<file path="config.mk">
export PLATFORM = sky130hd
export DESIGN_NAME = bfv_store
export DESIGN_NICKNAME = d
export VERILOG_FILES = /design/src/hdl/bfv_pkg.sv /design/src/hdl/bfv_store.sv
export SDC_FILE = /design/constraint.sdc
export NUM_CORES = 2
export LEC_CHECK = 0
export CAP_MARGIN = 25
export CORE_UTILIZATION = 60
export CTS_BUF_LIST = sky130_fd_sc_hd__clkbuf_8 sky130_fd_sc_hd__clkbuf_16
export DETAILED_ROUTE_END_ITERATION = 16
export DONT_BUFFER_PORTS = 1
export PLACE_DENSITY_LB_ADDON = 0.25
export SKIP_CTS_REPAIR_TIMING = 1
export SLEW_MARGIN = 20
export SYNTH_ARGS = -nofsm -noshare
export SYNTH_HDL_FRONTEND = slang
export SYNTH_SLANG_ARGS = --single-unit
</file>
<file path="constraint.sdc">
create_clock -name i_clk -period 8.6 [get_ports i_clk]
set_clock_uncertainty 0.2 [all_clocks]
set_input_delay 1.29 -clock i_clk [delete_from_list [all_inputs] [get_ports i_clk]]
set_output_delay 1.29 -clock i_clk [all_outputs]
set_load 0.01 [all_outputs]
</file>
<file path="src/hdl/bfv_pkg.sv">
package bfv_pkg;

    localparam int MAX_BOIDS_DEF = 32;

    localparam int AX_W       = 16;
    localparam int AXES       = 3;
    localparam int IDX_W      = 5;
    localparam int SUM_W      = 23;
    localparam int MEAN_CNT   = 6;
    localparam int TERM_W     = 24;
    localparam int PROD_W     = 41;
    localparam int WSHIFT     = 12;
    localparam int WV_W       = 28;
    localparam int MAG_W      = 56;
    localparam int ROOT_W     = 28;
    localparam int DVD_W      = 44;
    localparam int DIFF_W     = 17;
    localparam int SQ_W       = 34;
    localparam int D2_W       = 36;
    localparam int ACC_W      = 32;
    localparam int CFG_IDX_W  = 3;
    localparam int CFG_DATA_W = 64;

    typedef logic signed [AX_W-1:0] t_axis;
    typedef t_axis [AXES-1:0] t_vec3;

    typedef struct packed {
        t_axis pos_x;
        t_axis pos_y;
        t_axis pos_z;
        t_axis vel_x;
        t_axis vel_y;
        t_axis vel_z;
        logic  final_boid;
    } t_boid_in;

    typedef struct packed {
        logic [IDX_W-1:0] boid_index;
        t_axis            new_vel_x;
        t_axis            new_vel_y;
        t_axis            new_vel_z;
        logic             last_result;
    } t_vel_out;

    typedef struct packed {
        logic [CFG_IDX_W-1:0]  index;
        logic [CFG_DATA_W-1:0] wdata;
    } t_cfg_wr;

    typedef enum logic [CFG_IDX_W-1:0] {
        REG_WEIGHTS   = 3'd0,
        REG_CLAMPS    = 3'd1,
        REG_BOX_LO    = 3'd2,
        REG_BOX_HI    = 3'd3,
        REG_SEP_RANGE = 3'd4,
        REG_PUSH      = 3'd5
    } t_reg_idx;

    typedef enum logic [1:0] {
        TERM_COH = 2'd0,
        TERM_SEP = 2'd1,
        TERM_ALI = 2'd2,
        TERM_BND = 2'd3
    } t_term;

    typedef enum logic [3:0] {
        ST_LOAD,
        ST_MEAN_GO,
        ST_MEAN_WAIT,
        ST_OWN_RD,
        ST_OWN_LAT,
        ST_SCAN,
        ST_WGT,
        ST_MAG,
        ST_CMP,
        ST_SQRT,
        ST_SCL_MUL,
        ST_SCL_GO,
        ST_SCL_WAIT,
        ST_ADD,
        ST_EMIT
    } t_state;

endpackage

</file>
<file path="src/hdl/bfv_store.sv">
module bfv_store #(
    parameter int DEPTH = bfv_pkg::MAX_BOIDS_DEF,
    parameter int AW    = 5
) (
    input  logic           i_clk,
    input  logic           i_we,
    input  logic [AW-1:0]  i_waddr,
    input  bfv_pkg::t_vec3 i_wpos,
    input  bfv_pkg::t_vec3 i_wvel,
    input  logic [AW-1:0]  i_raddr,
    output bfv_pkg::t_vec3 o_rpos,
    output bfv_pkg::t_vec3 o_rvel
);
    import bfv_pkg::*;

    t_vec3 r_pos_mem [DEPTH];
    t_vec3 r_vel_mem [DEPTH];
    t_vec3 r_rpos;
    t_vec3 r_rvel;

    always_ff @(posedge i_clk) begin
        if (i_we) begin
            r_pos_mem[i_waddr] <= i_wpos;
            r_vel_mem[i_waddr] <= i_wvel;
        end
        r_rpos <= r_pos_mem[i_raddr];
        r_rvel <= r_vel_mem[i_raddr];
    end

    assign o_rpos = r_rpos;
    assign o_rvel = r_rvel;

endmodule

</file>
======== Word level (Yosys, flattened, before mapping) ========
Memory sizes are Yosys's and may differ from the RTL's. A register that Yosys moved wholly into a read port is not among the register bits.
Cells that the tools add are included.
storage, ports and cells
  logic and storage cells ................. 4
  register bits after elaboration ......... 0
  memories ................................ 2
  input bits .............................. 108
  RAM bits ................................ 3072
  output and inout bits ................... 96
memories
  memory     words  width  read ports  clocked after memory_dff  write ports  RTL line         RTL
  r_pos_mem  32     48     1           1                         1            bfv_store.sv:16  t_vec3 r_pos_mem [DEPTH];
  r_vel_mem  32     48     1           1                         1            bfv_store.sv:17  t_vec3 r_vel_mem [DEPTH];
operators by class
  muxes and demuxes ....................... 2
operator list
  cell              count
  2-to-1 mux 1 bit  2

======== Longest topological paths before layout ========
  depth after elaboration ................. 2
  mapped depth ............................ 8
  mapped depth without buffers ............ 4

======== Worst setup path before layout ========
Ideal clock, no wire load.
  kind .................................... in2reg
  from .................................... in i_waddr[1]
  to ...................................... mem r_pos_mem[12][0] in the netlist's numbering, enable pin
  setup time .............................. 0.552 ns
  stages .................................. 3
  path buffers ............................ 1
  required time ........................... 7.848 ns
  setup slack ............................. 1.899 ns
  arrival ................................. 5.949 ns
  cells stage by stage .................... or3b_2 > clkbuf_1 > nor2_1
RTL lines
  what         RTL line         RTL
  from (decl)  bfv_store.sv:7   input logic [AW-1:0] i_waddr,
  to (decl)    bfv_store.sv:16
Straight into the memory's write port.

==> results.yml <==
pwr:
  ir_drop_mv: 0.204
  pwr_density_cell_mw_per_mm2: 239
  power_leakage_nw: 43.2
  totalPowerFinal_mw: 31.6
route:
  viasPerCell: 6.77
  dr.pass1.iters: 6
  drtAntennaViolNets: 0
  detail_route.drc_violations: 0
  route.final.wire_length_microns: 285000
  detail_route.wl_per_cell_microns: 33.2
  routed-via-count: 58100
  initialDrtViolationCount: 7099
clocking:
  ctsHtreeMaxLevel: 5
  clock-sinks: 3168
  ctsRootBufferMaster: "sky130_fd_sc_hd__clkbuf_16"
  cts_inserted_buffers: 321
  clk_pin_slew_worst_paths_ns: 0.06
  insertion_delay_to_the_later_sink_of_the_worst_skew_pair_ns: 0.92
  clk_path_buf_depth: 4
  tritoncts: "built"
layout:
  share_of_layout_cells_above_drive_strength_1_pct: 16.6
  num-nets-final: 5822
  syn_to_final_growth_pct: 11.4
  final_cells: 8583
setup_path:
  worstSetupStartpointType: "primary input"
  endpoint_kind: "flip-flop"
  wp_data_required_ns: 9.20
  critPathMaxFanout: 110
  crit_type: "in -> reg"
  worst_ep_arrival_time_ns: 6.08
placement:
  dp.final_hpwl_microns: 138000
  place_inst: 8009
  gp_congestion: 0.753
  dp_worst_setup_slack_ns: 1.74
  port_buffers: 0
die:
  start_util_pct: 60.6
  die_y_microns: 446
  core_area_sq_mm: 0.196
  row_count: 162
  die_area_sq_mm: 0.199
  floorplan.die.width_microns: 446
  num_io_pins: 204
timing:
  hold-worst-slack_ns: 0.237
  finalHoldViolCount: 0
  fin_crit_sh_pct: 63.7
  setup_viol: 0
  fin_tns_setup_ns: 0
  min_clock_period_post_route_ns: 5.48
  max_slew_margin_pct: 18.6
  slew_viol_final: 0
  setup_ws_ns: 3.12
  maximum_operating_frequency_ghz: 0.182
  rsz_0062_raised_after_global_routing: "false"
  worstMarginPinSlew_ns: 1.22
global_routing:
  global_route_usage_over_all_layers_pct: 28.8
  number_of_antenna_violations_at_the_first_check_in_global_routing: 2
  grt_remaining_overflow: 0
  vias_in_the_first_global_route: 58100
  first_pass_grt_wire_length_microns: 408000
  grt_start_max_net_pins: 161
flow_run:
  maxCapViolCount: 0
synth:
  syn_area_per_cell_sq_um: 21.1
  synthCells: 5603
  yosysWarningCount: 0
  synth.yosys.seq_area_share_pct: 79.5
  netlist.top_cell.by_area: "sky130_fd_sc_hd__edfxtp_1"
  top_area_cell_type_share_of_the_netlist_area_pct: 77.9
  synth_top_cells_by_area: "sky130_fd_sc_hd__edfxtp_1, sky130_fd_sc_hd__mux4_2, sky130_fd_sc_hd__mux2i_1, sky130_fd_sc_hd__a22oi_1, sky130_fd_sc_hd__dfxtp_1"
  post_synth_num_cell_types: 32
  synth.cell_area_sq_mm: 0.118
  postSynthNetCount: 5711
  post_synthesis_sequential_element_count: 3168
hold_path:
  worstHoldPathType: "in -> reg"
run_status:
  result_of_the_run: "finished clean"
-- placed cells by master, fill, tap and decap left out, types with 22 or more instances in the layout --
cell / instances
sky130_fd_sc_hd__mux4_2: 384
sky130_fd_sc_hd__edfxtp_1: 3072
sky130_fd_sc_hd__nand3_1: 194
sky130_fd_sc_hd__clkbuf_16: 330
sky130_fd_sc_hd__nand4_1: 45
sky130_fd_sc_hd__a22o_1: 51
sky130_fd_sc_hd__mux2i_1: 768
sky130_fd_sc_hd__a31oi_1: 51
sky130_fd_sc_hd__buf_12: 22
sky130_fd_sc_hd__inv_1: 83
sky130_fd_sc_hd__buf_4: 65
sky130_fd_sc_hd__clkinv_1: 46
sky130_fd_sc_hd__a22oi_1: 511
sky130_fd_sc_hd__clkinv_2: 57
sky130_fd_sc_hd__nor2_4: 37
sky130_fd_sc_hd__dfxtp_1: 96
-- Yosys cell counts --
library cell,n
sky130_fd_sc_hd__nand3_1,194
sky130_fd_sc_hd__a31oi_1,51
sky130_fd_sc_hd__mux2i_1,768
sky130_fd_sc_hd__mux4_2,384
sky130_fd_sc_hd__a21oi_1,9
sky130_fd_sc_hd__and2_1,10
sky130_fd_sc_hd__clkbuf_1,138
sky130_fd_sc_hd__a32oi_1,5
sky130_fd_sc_hd__nor3_1,4
sky130_fd_sc_hd__nor2b_1,15
sky130_fd_sc_hd__a22o_1,51
sky130_fd_sc_hd__nor2_1,45
sky130_fd_sc_hd__nand2b_1,1
sky130_fd_sc_hd__nand4_1,45
sky130_fd_sc_hd__and3_1,1
sky130_fd_sc_hd__and3b_1,1
sky130_fd_sc_hd__buf_1,10
sky130_fd_sc_hd__buf_4,40
sky130_fd_sc_hd__a22oi_1,511
sky130_fd_sc_hd__clkbuf_4,1
sky130_fd_sc_hd__edfxtp_1,3072
sky130_fd_sc_hd__buf_6,2
sky130_fd_sc_hd__clkbuf_2,2
sky130_fd_sc_hd__dfxtp_1,96
sky130_fd_sc_hd__nand3b_1,5
sky130_fd_sc_hd__nor3_2,1
sky130_fd_sc_hd__or3_1,1
sky130_fd_sc_hd__or3b_2,2
sky130_fd_sc_hd__nand2_1,12
sky130_fd_sc_hd__inv_1,1
sky130_fd_sc_hd__buf_2,124
sky130_fd_sc_hd__nor2_4,1
-- registers in the layout (all words and copies together) (netlist names) --
name	flops
r_vel_mem	1536
o_rvel	48
r_pos_mem	1536
o_rpos	48
-- kinds of logic after synthesis --
logic type / share of synthesized area (%)
AO/OA/AOI/OAI: 3.96
buffers and inverters: 1.28
flip-flops: 79.5
multiplexers: 13.8
AND/OR/NAND/NOR: 1.47
-- area by class of cell --
type	count	area (sq um)
Antenna cell	2	5.00
Inverter	1	3.75
Clock inverter	216	1360
Sequential cell	3168	94200
Fill cell	11900	63700
Timing Repair Buffer	105	1420
Tap cell	2624	3280
Multi-Input combinational cell	2117	23100
Clock buffer	350	8530
-- per-stage QoR --
stage | util [%] | area [sq um]
2_1_floorplan | - | 118000
3_3_place_gp | 62.1 | 121000
3_5_place_dp | 62.3 | 122000
4_1_cts | 67.4 | 132000
5_1_grt | 67.4 | 132000
6_report | 67.4 | 132000
-- power by group --
group | internal (mW) | switching (mW) | total (mW)
logic | 0.452 | 0.647 | 1.10
clock network | 7.55 | 5.59 | 13.1
registers | 17.2 | 0.161 | 17.3
total | 25.2 | 6.40 | 31.6
-- worst max-delay path: stages --
cell and delay (ns):
sky130_fd_sc_hd__buf_16 0.54, sky130_fd_sc_hd__buf_16 0.65, sky130_fd_sc_hd__buf_16 0.58, sky130_fd_sc_hd__buf_16 0.52
sky130_fd_sc_hd__and2_4 0.73, sky130_fd_sc_hd__buf_4 0.55, sky130_fd_sc_hd__buf_16 0.30, sky130_fd_sc_hd__a22oi_1 0.13
sky130_fd_sc_hd__a31oi_1 0.23, sky130_fd_sc_hd__nand3_1 0.10
-- per-layer routing --
| metal | routed length [microns] | track usage, % | up-vias |
|---|---|---|---|
| met3 | 25300 | 5.09 | 479 |
| met1 | 109000 | 39.6 | 30800 |
| met4 | 9120 | 9.45 | 0 |
| li1 | - | - | 23700 |
| met5 | 0 | 0 | - |
| met2 | 141000 | 47.1 | 3096 |
-- worst paths after layout --
check | depth (start not counted) | to | slack, ns | startpoint
setup / recovery | 10 | o_rpos[12] | 3.12 | i_raddr[0]
hold / removal | 0 | r_pos_mem[21][43] | 0.24 | i_wpos[43]
setup reg to reg | 3 | o_rpos[6] | 6.67 | r_pos_mem[23][6]
hold reg to reg | 4 | o_rvel[20] | 0.41 | r_vel_mem[20][20]
Note: power is estimated with default switching activity, not from simulation.
