--- config.mk ---
export PLATFORM = sky130hd
export DESIGN_NAME = bfv_divider
export DESIGN_NICKNAME = d
export VERILOG_FILES = /design/src/hdl/bfv_pkg.sv /design/src/hdl/bfv_divider.sv
export SDC_FILE = /design/constraint.sdc
export NUM_CORES = 1
export LEC_CHECK = 0
export ABC_CLOCK_PERIOD_IN_PS = 7600
export BUFFER_PORTS_ARGS = -buffer_cell sky130_fd_sc_hd__buf_2
export CAP_MARGIN = 20
export CORE_MARGIN = 2
export CORE_UTILIZATION = 47
export CTS_CLUSTER_SIZE = 30
export DETAILED_ROUTE_END_ITERATION = 16
export PLACE_DENSITY = 0.79
export SKIP_CTS_REPAIR_TIMING = 1
export SYNTH_ARGS = -nofsm -noshare
export SYNTH_HDL_FRONTEND = slang
export SYNTH_SLANG_ARGS = --single-unit
export TNS_END_PERCENT = 20
--- constraint.sdc ---
create_clock -name i_clk -period 7.6 [get_ports i_clk]
set_clock_uncertainty 0.05 [all_clocks]
set_input_delay 0.76 -clock i_clk [delete_from_list [all_inputs] [get_ports i_clk]]
set_output_delay 0.76 -clock i_clk [all_outputs]
set_load 0.02 [all_outputs]
--- src/hdl/bfv_pkg.sv ---
package bfv_pkg;

    localparam int MAX_BOIDS_DEF = 32;

    localparam int AX_W       = 16;
    localparam int AXES       = 3;
    localparam int IDX_W      = 5;
    localparam int SUM_W      = 23;
    localparam int MEAN_CNT   = 6;
    localparam int TERM_W     = 24;
    localparam int PROD_W     = 41;
    localparam int WSHIFT     = 12;
    localparam int WV_W       = 28;
    localparam int MAG_W      = 56;
    localparam int ROOT_W     = 28;
    localparam int DVD_W      = 44;
    localparam int DIFF_W     = 17;
    localparam int SQ_W       = 34;
    localparam int D2_W       = 36;
    localparam int ACC_W      = 32;
    localparam int CFG_IDX_W  = 3;
    localparam int CFG_DATA_W = 64;

    typedef logic signed [AX_W-1:0] t_axis;
    typedef t_axis [AXES-1:0] t_vec3;

    typedef struct packed {
        t_axis pos_x;
        t_axis pos_y;
        t_axis pos_z;
        t_axis vel_x;
        t_axis vel_y;
        t_axis vel_z;
        logic  final_boid;
    } t_boid_in;

    typedef struct packed {
        logic [IDX_W-1:0] boid_index;
        t_axis            new_vel_x;
        t_axis            new_vel_y;
        t_axis            new_vel_z;
        logic             last_result;
    } t_vel_out;

    typedef struct packed {
        logic [CFG_IDX_W-1:0]  index;
        logic [CFG_DATA_W-1:0] wdata;
    } t_cfg_wr;

    typedef enum logic [CFG_IDX_W-1:0] {
        REG_WEIGHTS   = 3'd0,
        REG_CLAMPS    = 3'd1,
        REG_BOX_LO    = 3'd2,
        REG_BOX_HI    = 3'd3,
        REG_SEP_RANGE = 3'd4,
        REG_PUSH      = 3'd5
    } t_reg_idx;

    typedef enum logic [1:0] {
        TERM_COH = 2'd0,
        TERM_SEP = 2'd1,
        TERM_ALI = 2'd2,
        TERM_BND = 2'd3
    } t_term;

    typedef enum logic [3:0] {
        ST_LOAD,
        ST_MEAN_GO,
        ST_MEAN_WAIT,
        ST_OWN_RD,
        ST_OWN_LAT,
        ST_SCAN,
        ST_WGT,
        ST_MAG,
        ST_CMP,
        ST_SQRT,
        ST_SCL_MUL,
        ST_SCL_GO,
        ST_SCL_WAIT,
        ST_ADD,
        ST_EMIT
    } t_state;

endpackage

--- src/hdl/bfv_divider.sv ---
module bfv_divider #(
    parameter int DVD_W = bfv_pkg::DVD_W,
    parameter int DVS_W = bfv_pkg::ROOT_W
) (
    input  logic             i_clk,
    input  logic             i_rst_n,
    input  logic             i_start,
    input  logic [DVD_W-1:0] i_dividend,
    input  logic [DVS_W-1:0] i_divisor,
    output logic             o_done,
    output logic [DVD_W-1:0] o_quotient
);
    localparam int CNT_W = $clog2(DVD_W + 1);

    logic [DVS_W-1:0] r_rem;
    logic [DVS_W-1:0] n_rem;
    logic [DVD_W-1:0] r_quo;
    logic [DVD_W-1:0] n_quo;
    logic [DVS_W-1:0] r_dvs;
    logic [CNT_W-1:0] r_cnt;
    logic             r_busy;
    logic             r_done;
    logic [DVS_W:0]   w_shift;
    logic [DVS_W:0]   w_diff;

    always_comb begin
        w_shift = {r_rem, r_quo[DVD_W-1]};
        w_diff  = w_shift - {1'b0, r_dvs};
        if (w_shift >= {1'b0, r_dvs}) begin
            n_rem = w_diff[DVS_W-1:0];
            n_quo = {r_quo[DVD_W-2:0], 1'b1};
        end else begin
            n_rem = w_shift[DVS_W-1:0];
            n_quo = {r_quo[DVD_W-2:0], 1'b0};
        end
    end

    always_ff @(posedge i_clk) begin
        if (!i_rst_n) begin
            r_busy <= 1'b0;
            r_done <= 1'b0;
            r_cnt  <= '0;
        end else begin
            r_done <= 1'b0;
            if (i_start) begin
                r_busy <= 1'b1;
                r_cnt  <= '0;
            end else if (r_busy) begin
                r_cnt <= r_cnt + CNT_W'(1);
                if (r_cnt == CNT_W'(DVD_W - 1)) begin
                    r_busy <= 1'b0;
                    r_done <= 1'b1;
                end
            end
        end
    end

    always_ff @(posedge i_clk) begin
        if (i_start) begin
            r_quo <= i_dividend;
            r_rem <= '0;
            r_dvs <= i_divisor;
        end else if (r_busy) begin
            r_quo <= n_quo;
            r_rem <= n_rem;
        end
    end

    assign o_done     = r_done;
    assign o_quotient = r_quo;

endmodule

======== Word-level counts from Yosys, hierarchy flattened ========
Index checks and enable logic that the tools add are counted.
word-level totals
  register bits after elaboration ......... 108
  bits in latches ......................... 0
  bits in writable memories ............... 0
  ROM bits ................................ 0
  input bits .............................. 75
  output and inout bits ................... 45
  memories kept ........................... 0
cells by class
  add/subtract/negate cells ............... 2
  multiply operators ...................... 0
  divide/modulo/power cells ............... 0
  $lt $le $gt $ge ......................... 1
  equality and inequality tests ........... 1
  shift-type cells ........................ 0
  muxes and demuxes ....................... 8
  bitwise gates (word level) .............. 2
  reduce and logical (&&, ||, !) cells .... 3
operator list
  kind                   count
  $mux W44               2
  $ge A29 B28 Y1         1
  $mux W28               1
  $sub A28 B28 Y28       1
  $add A6 B1 Y6 const B  1
  $eq A6 B6 Y1 const B   1
  $mux W1                5
  $reduce_or A3 Y1       1
  $not A1 Y1             2
  $reduce_bool A2 Y1     1
  $reduce_or A2 Y1       1

======== Depth between registers and ports, before layout ========
  depth after elaboration ................. 4
  gate-level depth with buffers ........... 13
  gate-level depth less buffers ........... 12

======== Least setup slack after synthesis ========
No wires, ideal clock.
  path type ............................... register to register
  from .................................... register r_quo[43], in the netlist o_quotient[43]
  to ...................................... register r_rem[26]
  data arrival time ....................... 2,743 ps
  data required time ...................... 7,416 ps
  path slack .............................. 4,674 ps
  cell stages (with the launch flop) ...... 13
  clock period less this slack ............ 2,926 ps
  path through ............................ edfxtp_1 > inv_1 > ha_1 > fa_1 > nand2b_1 > a21oi_1 > o21ai_2 > or3_1 > a31oi_1 > or4b_4 > a21oi_1 > o31ai_1 > a211oi_1
between the ends
  cells in the longest elaborated chain, start to end .. 2
RTL lines
  what                                                line                                  RTL
  start: declaration                                  bfv_divider.sv:17                     logic [DVD_W-1:0] r_quo;
  start signal: assignment                            bfv_divider.sv:60                     r_quo <= i_dividend;
  start signal: assignment                            bfv_divider.sv:64                     r_quo <= n_quo;
  $sub A28 B28 Y28 or $ge A29 B28 Y1 (tied branches)  bfv_divider.sv:28, bfv_divider.sv:29
  $mux W28 *                                          bfv_divider.sv:29                     if (w_shift >= {1'b0, r_dvs}) begin
  end signal: assignment                              bfv_divider.sv:65                     r_rem <= n_rem;
  end: declaration                                    bfv_divider.sv:15                     logic [DVS_W-1:0] r_rem;
Every way passes the cells marked *; elsewhere a longest branch is shown, timed or not.
A chain may end at the register's enable or synchronous reset.

======== Worst setup path in the final report ========
  from .................................... register r_dvs[3]
  to ...................................... register r_rem[21]
between the ends
  cells in the longest elaborated chain, start to end .. 2
RTL lines
  what                                                line                                  RTL
  start: declaration                                  bfv_divider.sv:19                     logic [DVS_W-1:0] r_dvs;
  start signal: assignment                            bfv_divider.sv:62                     r_dvs <= i_divisor;
  $sub A28 B28 Y28 or $ge A29 B28 Y1 (tied branches)  bfv_divider.sv:28, bfv_divider.sv:29
  $mux W28 *                                          bfv_divider.sv:29
Marked as above.

==> impl_metrics.csv <==
group,metric,value,unit
run_status,status,"finished clean",
critical_path,cp_max_fo,26,
critical_path,critPathRequiredTime,7820,ps
critical_path,crit_path_frequent_cell,"a21oi_1",
yosys,synth_ff_type,"edfxtp_1",
yosys,ys_warn_count,0,
global_route,grt_pass1_vias,4682,
drt,routedWlPerCell,15.4,um
placed_design,placed_cell_area,6600,um^2
placed_design,port_buffers,119,
die,fp.dieH,116,um
drt,totalWireLength,12.9,mm
timing,drv_slew,0,
drt,drtIter0Drc,327,
placed_design,dp_cells,824,
die,die-width,116,um
power_and_ir_drop,pwr-share-seq,45.8,%
die,core,12100,um^2
global_route,grt_start_max_net_pins,58,
finish,syn_to_final_growth,17.3,%
yosys,synthXorXnorAreaFrac,3.28,%
critical_path,r2r_setup_slack,4160,ps
drt,avgViaCountPerCell,5.43,
yosys,synth_edf_count,72,
yosys,synth_adder_area_share,6.52,%
worst_hold_path,hp-class,"reg -> reg",
power_and_ir_drop,switching_share,31.3,%
global_route,grt_pass1_wl,21.7,mm
placed_design,hpwl,9.16,mm
drt,drc,0,
yosys,ys_top_cells_by_area,"edfxtp_1 37%, dfxtp_1 12%, mux2_2 8.6%",
clock_tree,cts_buffers,9,
timing,finalSetupViolations,0,
finish,stdcell_count,840,
critical_path,cp-start-kind,"flop",
yosys,synth_compound_area_share,14.6,%
yosys,yosysTopAreaCell,"edfxtp_1",
global_route,grt_overflow,0,
yosys,syn_area,5870,um^2
critical_path,path_cells,"inv_1 -> ha_1 -> a21o_1 -> a21oi_1 -> a211oi_1 -> or3_4 -> o21ai_2 -> o31a_1 -> a21oi_1 -> o21a_1 -> nor3_1",
critical_path,crit_arrival,3670,ps
die,start_util,48.5,%
die,rows,40,
critical_path,slowest_delay,900,ps
job,cap_violations,0,
global_route,grt.total_usage,20.4,%
clock_tree,clock_tree.root_cell,"clkbuf_16",
timing,whs,446,ps
clock_tree,cts_buffer_depth,2,
yosys,synth_top_family_by_area,"compound AO/OA/AOI/OAI gates",
yosys,yosysMostFrequentCell,"edfxtp_1",
die,ios,120,
finish,fin_nets,772,
clock_tree,path_clk_slew,80,ps
power_and_ir_drop,power.density,227,nW/um^2
yosys,syn-num-nets,666,
clock_tree,worstSkewPairLatency,360,ps
timing,layout_min_cycle_time,3440,ps
power_and_ir_drop,clockPowerShare,29.9,%
drt,vias,4558,
yosys,synth_mux_area_share,8.80,%
yosys,yosysUniqueCellTypes,54,
yosys,synth_commonest_cells,"72 x edfxtp_1, 57 x nand2_1, 45 x mux2_2, 44 x nor2_1",
yosys,synthArstFlopShare,0,%
yosys,synth_top_area_share,36.8,%
timing,hold_violations,0,
timing,max_slew_margin,29.1,%
critical_path,worst_setup_path_end_kind,"flop",
power_and_ir_drop,p_comb_share,24.2,%
timing,fin_crit_sh,45.3,%
finish,final_area,6890,um^2
yosys,ys_ff_latch,108,
drt,postRouteAntennaNets,0,
clock_tree,htree_levels,3,
critical_path,worst_path_max_delay_cell,"o31a_1",
yosys,synth_simple_gate_area_share,13.4,%
finish,drive_gt1_share,28.1,%
timing,fin_setup_tns,0,ps
timing,fmaxAchievable,0.290,GHz
die,dieArea,13400,um^2
finish,antenna_cells,0,
power_and_ir_drop,power_switching,0.000490,W
power_and_ir_drop,p_int,0.00107,W
global_route,antenna_found_initial,0,
power_and_ir_drop,irDropWorstVdd,0.179,mV
critical_path,crit_type,"reg -> reg",
yosys,synthCells,561,
placed_design,gp_congestion,0.857,
yosys,avgSynthCellArea,10.5,um^2
timing,worstMarginPinSlew,1060,ps
timing,rsz0062_at_grt,"no",
clock_tree,cts_tree,"built",
power_and_ir_drop,total_leakage_power,2.89,nW
clock_tree,clock-sinks,108,
yosys,yosysSeqAreaShare,49.1,%
drt,first_pass_iters,4,
worst max-delay path, delay by kind of cell (launching register included):
kind                       cells  cell delay (ps)
AOI/OAI and AO/OA              7             1990
and+or+nand+nor                2              590
adders and majority gates      1              340
DFF                            1              330
buffers and inverters          1               40
through the flow:
| step | util, % | setup WS (ps) | total power [W] |
|---|---|---|---|
| detailed placement | 54.5 | 4180 | 0.00111 |
| floorplan | - | 4670 | 0.00100 |
| global placement | 54.5 | 4300 | 0.00109 |
| CTS | 56.9 | 4170 | 0.00157 |
| global route | 56.9 | 3900 | 0.00164 |
| finish | 56.9 | 4160 | 0.00156 |
placed cells by master, fill, tap and decap left out, drive strengths merged, types with 6 or more instances in the layout:
cell type	instances
a21oi	29
o21ai	17
nand3	12
ha	29
a21o	9
edfxtp	72
nand2	57
xor2	11
xnor2	11
o21a	14
a211oi	6
dfxtp	36
clkbuf	9
nor2	44
nand2b	7
or3	9
a311oi	17
mux2	45
nor3	10
nand4	9
inv	41
buf	122
path summary, 6_finish.rpt:
kind,start,to,depth (start not counted)
max,r_dvs[3],r_rem[21],11
max reg2reg,r_dvs[3],r_rem[21],11
min,r_rem[8],r_rem[8],2
min reg2reg,r_rem[8],r_rem[8],2
state kept, by name (all words and copies together), names as in the netlist:
name	count
o_quotient	44
r_dvs	28
r_rem	28
r_cnt	6
o_done	1
r_busy	1
metal layers:
metal  GRT usage, %  wire length (um)  up-vias
li1               -                 -     2267
met1           24.0              5400     2160
met2           35.6              6430      120
met3           7.53               943       11
met4           5.40               139        0
met5              0                 0        -
power by group through the flow:
stage	sequential, W	combinational, W	clock, W
floorplan	0.000755	0.000247	0
global placement	0.000727	0.000368	0
detailed placement	0.000729	0.000378	0
CTS	0.000717	0.000380	0.000475
global route	0.000724	0.000421	0.000495
finish	0.000717	0.000379	0.000468
cell families after synthesis:
logic type,after synthesis
and+or+nand+nor,168
DFF,108
adders and majority gates,30
xor gates and xnor gates,22
muxes,46
AOI/OAI and AO/OA,124
buffers and inverters,63
layout make-up:
class	instances	area, um^2
clock buffers	9	225
repair buffers	122	621
well taps	168	210
fillers	1073	5220
multi-input cells	390	2750
flip-flops and latches	108	2880
clock inverters	7	63.8
inverters	36	135
(Power assumes the default switching activity.)
