<file path="src/hdl/bfv_pkg.sv">
package bfv_pkg;

    localparam int MAX_BOIDS_DEF = 32;

    localparam int AX_W       = 16;
    localparam int AXES       = 3;
    localparam int IDX_W      = 5;
    localparam int SUM_W      = 23;
    localparam int MEAN_CNT   = 6;
    localparam int TERM_W     = 24;
    localparam int PROD_W     = 41;
    localparam int WSHIFT     = 12;
    localparam int WV_W       = 28;
    localparam int MAG_W      = 56;
    localparam int ROOT_W     = 28;
    localparam int DVD_W      = 44;
    localparam int DIFF_W     = 17;
    localparam int SQ_W       = 34;
    localparam int D2_W       = 36;
    localparam int ACC_W      = 32;
    localparam int CFG_IDX_W  = 3;
    localparam int CFG_DATA_W = 64;

    typedef logic signed [AX_W-1:0] t_axis;
    typedef t_axis [AXES-1:0] t_vec3;

    typedef struct packed {
        t_axis pos_x;
        t_axis pos_y;
        t_axis pos_z;
        t_axis vel_x;
        t_axis vel_y;
        t_axis vel_z;
        logic  final_boid;
    } t_boid_in;

    typedef struct packed {
        logic [IDX_W-1:0] boid_index;
        t_axis            new_vel_x;
        t_axis            new_vel_y;
        t_axis            new_vel_z;
        logic             last_result;
    } t_vel_out;

    typedef struct packed {
        logic [CFG_IDX_W-1:0]  index;
        logic [CFG_DATA_W-1:0] wdata;
    } t_cfg_wr;

    typedef enum logic [CFG_IDX_W-1:0] {
        REG_WEIGHTS   = 3'd0,
        REG_CLAMPS    = 3'd1,
        REG_BOX_LO    = 3'd2,
        REG_BOX_HI    = 3'd3,
        REG_SEP_RANGE = 3'd4,
        REG_PUSH      = 3'd5
    } t_reg_idx;

    typedef enum logic [1:0] {
        TERM_COH = 2'd0,
        TERM_SEP = 2'd1,
        TERM_ALI = 2'd2,
        TERM_BND = 2'd3
    } t_term;

    typedef enum logic [3:0] {
        ST_LOAD,
        ST_MEAN_GO,
        ST_MEAN_WAIT,
        ST_OWN_RD,
        ST_OWN_LAT,
        ST_SCAN,
        ST_WGT,
        ST_MAG,
        ST_CMP,
        ST_SQRT,
        ST_SCL_MUL,
        ST_SCL_GO,
        ST_SCL_WAIT,
        ST_ADD,
        ST_EMIT
    } t_state;

endpackage

</file>
<file path="src/hdl/bfv_isqrt.sv">
module bfv_isqrt #(
    parameter int ROOT_W = bfv_pkg::ROOT_W
) (
    input  logic                  i_clk,
    input  logic                  i_rst_n,
    input  logic                  i_start,
    input  logic [2*ROOT_W-1:0]   i_value,
    output logic                  o_done,
    output logic [ROOT_W-1:0]     o_root
);
    localparam int IN_W  = 2 * ROOT_W;
    localparam int REM_W = ROOT_W + 2;
    localparam int CNT_W = $clog2(ROOT_W + 1);

    logic [IN_W-1:0]   r_val;
    logic [REM_W-1:0]  r_rem;
    logic [REM_W-1:0]  n_rem;
    logic [ROOT_W-1:0] r_root;
    logic [ROOT_W-1:0] n_root;
    logic [CNT_W-1:0]  r_cnt;
    logic              r_busy;
    logic              r_done;
    logic [REM_W-1:0]  w_shift;
    logic [REM_W-1:0]  w_trial;

    always_comb begin
        w_shift = {r_rem[REM_W-3:0], r_val[IN_W-1 -: 2]};
        w_trial = {r_root, 2'b01};
        if (w_shift >= w_trial) begin
            n_rem  = w_shift - w_trial;
            n_root = {r_root[ROOT_W-2:0], 1'b1};
        end else begin
            n_rem  = w_shift;
            n_root = {r_root[ROOT_W-2:0], 1'b0};
        end
    end

    always_ff @(posedge i_clk) begin
        if (!i_rst_n) begin
            r_busy <= 1'b0;
            r_done <= 1'b0;
            r_cnt  <= '0;
        end else begin
            r_done <= 1'b0;
            if (i_start) begin
                r_busy <= 1'b1;
                r_cnt  <= '0;
            end else if (r_busy) begin
                r_cnt <= r_cnt + CNT_W'(1);
                if (r_cnt == CNT_W'(ROOT_W - 1)) begin
                    r_busy <= 1'b0;
                    r_done <= 1'b1;
                end
            end
        end
    end

    always_ff @(posedge i_clk) begin
        if (i_start) begin
            r_val  <= i_value;
            r_rem  <= '0;
            r_root <= '0;
        end else if (r_busy) begin
            r_val  <= {r_val[IN_W-3:0], 2'b00};
            r_rem  <= n_rem;
            r_root <= n_root;
        end
    end

    assign o_done = r_done;
    assign o_root = r_root;

endmodule

</file>
<file path="config.mk">
export PLATFORM = sky130hd
export DESIGN_NAME = bfv_isqrt
export DESIGN_NICKNAME = d
export VERILOG_FILES = /design/src/hdl/bfv_pkg.sv /design/src/hdl/bfv_isqrt.sv
export SDC_FILE = /design/constraint.sdc
export NUM_CORES = 1
export LEC_CHECK = 0
export ABC_AREA = 1
export BUFFER_PORTS_ARGS = -buffer_cell sky130_fd_sc_hd__buf_2
export CAP_MARGIN = 10
export CORE_ASPECT_RATIO = 0.8
export CORE_MARGIN = 2
export CORE_UTILIZATION = 55
export DETAILED_ROUTE_END_ITERATION = 10
export GPL_ROUTABILITY_DRIVEN = 0
export PLACE_DENSITY = 0.76
export SLEW_MARGIN = 30
export SYNTH_ARGS = -nofsm -noshare
export SYNTH_HDL_FRONTEND = slang
export SYNTH_SLANG_ARGS = --single-unit
</file>
<file path="constraint.sdc">
create_clock -name i_clk -period 4.5 [get_ports i_clk]
set_input_delay 0.675 -clock i_clk [delete_from_list [all_inputs] [get_ports i_clk]]
set_output_delay 0.675 -clock i_clk [all_outputs]
set_load 0.03 [all_outputs]
</file>
# Word level (Yosys, flattened, before mapping)
# Index checks and enable logic that the tools add are counted.
[word_totals] mem_count=0 mem_bits_rw=0 ff_bits=119 latch_bits=0 wordCells=23 romBits=0 inputBits=59 out_inout_bits=29
[op_classes] n_bitwise=2 shifts=0 reduce_logical=3 div_mod_pow=0 muxes=8 magnitude_cmp=1 add_sub_neg=2 eq_ne=1 n_mul=0
[ops] operator="56-bit two-way mux" count=2
[ops] operator="30-bit greater-or-equal comparator" count=1
[ops] operator="28-bit two-way mux" count=1
[ops] operator="28-bit subtractor" count=1
[ops] operator="5-bit by 1-bit adder with 5-bit output (second input constant)" count=1
[ops] operator="5-bit == test (second input constant)" count=1
[ops] operator="1-bit two-way mux" count=5
[ops] operator="3-bit OR reduction" count=1
[ops] operator="1-bit inverter" count=2
[ops] operator="2-bit nonzero test" count=1
[ops] operator="2-bit OR reduction" count=1

# Longest topological paths before layout
[logic_depth] word_depth=4 mapped_depth=17 mapped_depth_nobuf=16

# Worst setup path before layout
# OpenSTA, ideal clock, no wires.
[synth_path] path_type="in2reg" from="input i_start" to="register r_val[0], enable pin" required_time_ns=4.057 arrival_time_ns=2.731 cell_stages=4 path_buffers=2 path_slack_ns=1.326 setup_ns=0.443 cell_sequence="buf_2 nor2_1 inv_1 clkbuf_1"
[synth_between] elab_chain_cells=1
[synth_lines] item="start, declared" line_no="bfv_isqrt.sv:6" text="input logic i_start,"
[synth_lines] item="2-bit nonzero test (no source line)"
[synth_lines] item="end signal, assigned" line_no="bfv_isqrt.sv:60" text="r_val <= i_value;"
[synth_lines] item="end signal, assigned" line_no="bfv_isqrt.sv:64" text="r_val <= {r_val[IN_W-3:0], 2'b00};"
[synth_lines] item="end, declared" line_no="bfv_isqrt.sv:15" text="logic [IN_W-1:0] r_val;"
# Every way passes these cells.
# A chain may end at the register's enable or synchronous reset.

# Worst setup path after layout
[layout_path] from="register r_root[2] (netlist: o_root[2])" to="register r_rem[15]"
[layout_between] elab_chain_cells=2 elab_cells_between_ends=3 cone_classes="add/sub (1); order compare (1); mux (1)"
[layout_lines] item="start, declared" line_no="bfv_isqrt.sv:18" text="logic [ROOT_W-1:0] r_root;"
[layout_lines] item="start signal, assigned" line_no="bfv_isqrt.sv:66" text="r_root <= n_root;"
[layout_lines] item="28-bit subtractor / 30-bit greater-or-equal comparator (equally long branches)" line_no="bfv_isqrt.sv:30, bfv_isqrt.sv:29"
[layout_lines] item="28-bit two-way mux *" line_no="bfv_isqrt.sv:29" text="if (w_shift >= w_trial) begin"
[layout_lines] item="end signal, assigned" line_no="bfv_isqrt.sv:65" text="r_rem <= n_rem;"
[layout_lines] item="end, declared" line_no="bfv_isqrt.sv:16" text="logic [REM_W-1:0] r_rem;"
# Every way passes the cells marked *; elsewhere a longest branch is shown, timed or not.

==> metrics.md <==
| Metric | Value |
|---|---|
| Status | complete, no violations |
| WL final | 16600 um |
| Port bufs | 87 |
| Crit path DAT | 2980 ps |
| F_max | 0.373 GHz |
| Clk_skew | 12.0 ps |
| Worst-Skew Late Latency | 420 ps |
| Largest net degree at the start of global routing | 56 |
| Max VDD drop | 0.654 mV |
| Total GRT Usage | 0.253 |
| Final ANT Viol Nets | 0 |
| Mapped Avg Cell Area | 7.22 um2 |
| WL per Instance | 13.6 um |
| Syn nets | 1063 |
| Critical Path Sink Type | flop |
| Nets | 1121 |
| First drt pass iteration count | 9 |
| Post-DP HPWL | 11600 um |
| Clk slew on worst S/H paths | 60 ps |
| Vias per inst | 5.07 |
| Final core occ | 0.646 |
| Final min period | 2680 ps |
| CTS tree | built |
| First-pass GRT wire length | 27200 um |
| Die Height | 105 um |
| Clock power frac | 0.208 |
| Non-filler instance count after layout | 1215 |
| Clk sinks | 119 |
| Library cells used by synthesis | 36 |
| Worst slew pin tran | 684 ps |
| Die footprint | 13700 um2 |
| Ys Warns | 0 |
| Fin worst setup slack | 1820 ps |
| Fin crit share | 0.596 |
| Sequential-to-total area share from yosys stat | 0.419 |
| Logic pwr share | 0.576 |
| Crit-path max FO | 45 |
| Critical Path RT | 4800 ps |
| Share of power burned in registers | 0.216 |
| ANT cells | 0 |
| Setup violations, final | 0 |
| Fillers | 1105 |
| I/O Pins | 88 |
| Mapped Cells | 973 |
| Layout area overhead | 13.6% |
| Hold Buf Count CTS | 0 |
| Vias in the first global route | 5653 |
| Synth Register Bits | 119 |
| CTS H-tree depth | 4 |
| Resized Gates After CTS | 0 |
| Critical Path Source Type | flop |
| Via Count | 6161 |
| PwrDens | 812 nW/um2 |
| Area of the multi-input gates | 3280 um2 |
| NetSw | 3.16 mW |
| Die width | 130 um |
| Register area | 2940 um2 |
| Max clock buf depth | 2 |
| Setup TNS Final | 0 ps |
| CTS buffer count | 17 |
| Max Slew Vio Count | 0 |
| Core Footprint | 12300 um2 |
| Pwr Total | 6.48 mW |
| Initial Utilization | 0.569 |
| Fin. Hold Viols | 0 |
| # rows | 36 |
| Inst Count DP | 1183 |
| Pleak | 4.11 nW |
| Drt drc | 0 |
| Max-Slew Margin vs Limit | 0.539 |
| MaxCap Viol Count | 0 |
| RSZ-0062 raised after global routing | no |
| Crit path kind | reg2reg |
| CTS root buffer | clkbuf_16 |
| Int Pwr | 3.33 mW |
| Total grt overflow | 0 |
| Layout cell share with drive strength beyond 1 | 0.148 |
| Number of DRC markers in iteration 0 | 472 |
| Initial antenna violation count | 0 |
| Synthesized cell area | 7020 um2 |
| Dpl ws | 1970 ps |
| Worst Hold Class | reg2reg |
| Post-CTS Repair Setup Buffers | 0 |
| Sw Share | 0.487 |
==> cell usage in the layout (no fill, tap or decap), types with 3 or more instances in the layout <==
| master | Yosys | final |
|---|---|---|
| buf_2 | 3 | 87 |
| xor2_1 | 5 | 5 |
| inv_2 | 2 | 3 |
| clkinv_4 | 0 | 4 |
| o22ai_1 | 27 | 27 |
| clkinvlp_4 | 0 | 3 |
| o21ai_1 | 10 | 10 |
| edfxtp_1 | 56 | 56 |
| xnor2_1 | 11 | 11 |
| buf_4 | 28 | 6 |
| nand3_1 | 27 | 27 |
| nor3_1 | 12 | 12 |
| nand2_1 | 381 | 381 |
| nor2_2 | 7 | 7 |
| dfxtp_1 | 63 | 63 |
| ha_1 | 31 | 31 |
| o21bai_1 | 5 | 5 |
| nor2_1 | 72 | 72 |
| nand4_1 | 12 | 12 |
| a21oi_1 | 30 | 30 |
| nand2_2 | 11 | 11 |
| o21ai_0 | 9 | 9 |
| clkinv_2 | 0 | 3 |
| inv_1 | 120 | 119 |
| o211ai_1 | 12 | 12 |
| clkbuf_16 | 0 | 17 |
==> worst max-delay path: stages (launching register included) <==
cell,delay [ps]
dfxtp_1,330
inv_1,80
ha_1,410
nand2_2,110
inv_2,70
nand2_1,80
nor3_1,230
nand4_1,180
nand3_4,460
inv_1,270
o21ai_0,220
nand2_1,70
==> cell type report <==
cell class / instances / share of cell area
repair buffers: 94 / 0.0627
flip-flops and latches: 119 / 0.369
clock buffers: 18 / 0.0538
clock inverters: 14 / 0.0188
multi-input cells: 676 / 0.411
inverters: 123 / 0.0579
well taps: 171 / 0.0268
==> cell usage after synthesis, drive strengths merged <==
library cell / number / share of area
nor2: 80 / 0.046
xnor2: 11 / 0.014
a21o: 2 / 0.0021
nand4: 12 / 0.011
o21ai: 19 / 0.014
ha: 31 / 0.055
clkbuf: 16 / 0.0086
or2: 2 / 0.0018
xor2: 5 / 0.0062
o21bai: 5 / 0.0053
nor3: 14 / 0.011
dfxtp: 63 / 0.18
nand3: 30 / 0.025
inv: 122 / 0.065
a21oi: 31 / 0.023
edfxtp: 56 / 0.24
buf: 39 / 0.040
clkinv: 1 / 0.00053
nand2: 392 / 0.21
and2: 2 / 0.0018
o22ai: 27 / 0.024
o211ai: 12 / 0.013
nor3b: 1 / 0.0011
==> per-layer routing <==
| metal | up-vias | share of wire | global-route usage |
|---|---|---|---|
| met5 | - | 0 | 0 |
| met4 | 0 | 0.010 | 0.0760 |
| met3 | 19 | 0.078 | 0.0748 |
| met2 | 205 | 0.43 | 0.360 |
| met1 | 2754 | 0.48 | 0.369 |
| li1 | 3183 | - | - |
==> worst paths after layout <==
| kind | end | slack, ps | startpoint | cells after the start |
|---|---|---|---|---|
| worst min register to register | r_rem[13]$_SDFFE_PP0P_ | 480 | r_rem[13]$_SDFFE_PP0P_ | 2 |
| worst max-delay path | r_rem[15]$_SDFFE_PP0P_ | 1820 | o_root[2]$_SDFFE_PP0P_ | 11 |
| worst max register to register | r_rem[15]$_SDFFE_PP0P_ | 1820 | o_root[2]$_SDFFE_PP0P_ | 11 |
| worst min-delay path | r_rem[13]$_SDFFE_PP0P_ | 480 | r_rem[13]$_SDFFE_PP0P_ | 2 |
==> state kept, by name (all words and copies together), names as in the netlist <==
| register | flops |
|---|---|
| r_val | 56 |
| o_root | 28 |
| r_rem | 28 |
| r_cnt | 5 |
| o_done | 1 |
| r_busy | 1 |
==> cells by family (layout without fill, tap and decap cells) <==
logic type      count (synthesis)  after routing  share of synthesized area
buf+inv                       178            249                      0.114
compound gates                 96             96                     0.0805
simple gates                  533            533                      0.311
xor+xnor                       16             16                     0.0199
flops                         119            119                      0.419
fa+ha+maj                      31             31                     0.0552
==> stage by stage <==
stage | area [um2] | hold WS [ps]
global route | 7980 | 498
finish | 7980 | 475
floorplan | 7020 | 430
global placement | 7400 | 452
detailed placement | 7400 | 465
CTS | 7980 | 475
==> power groups by stage <==
stage / clock network [mW] / registers (mW) / logic [mW]
after floorplan: 0 / 1.39 / 2.99
after CTS: 1.36 / 1.40 / 3.66
after global routing: 1.42 / 1.41 / 4.19
final: 1.35 / 1.40 / 3.73
after global placement: 0 / 1.41 / 3.56
after detailed placement: 0 / 1.42 / 3.62
Power figures use the tool's default switching activity.
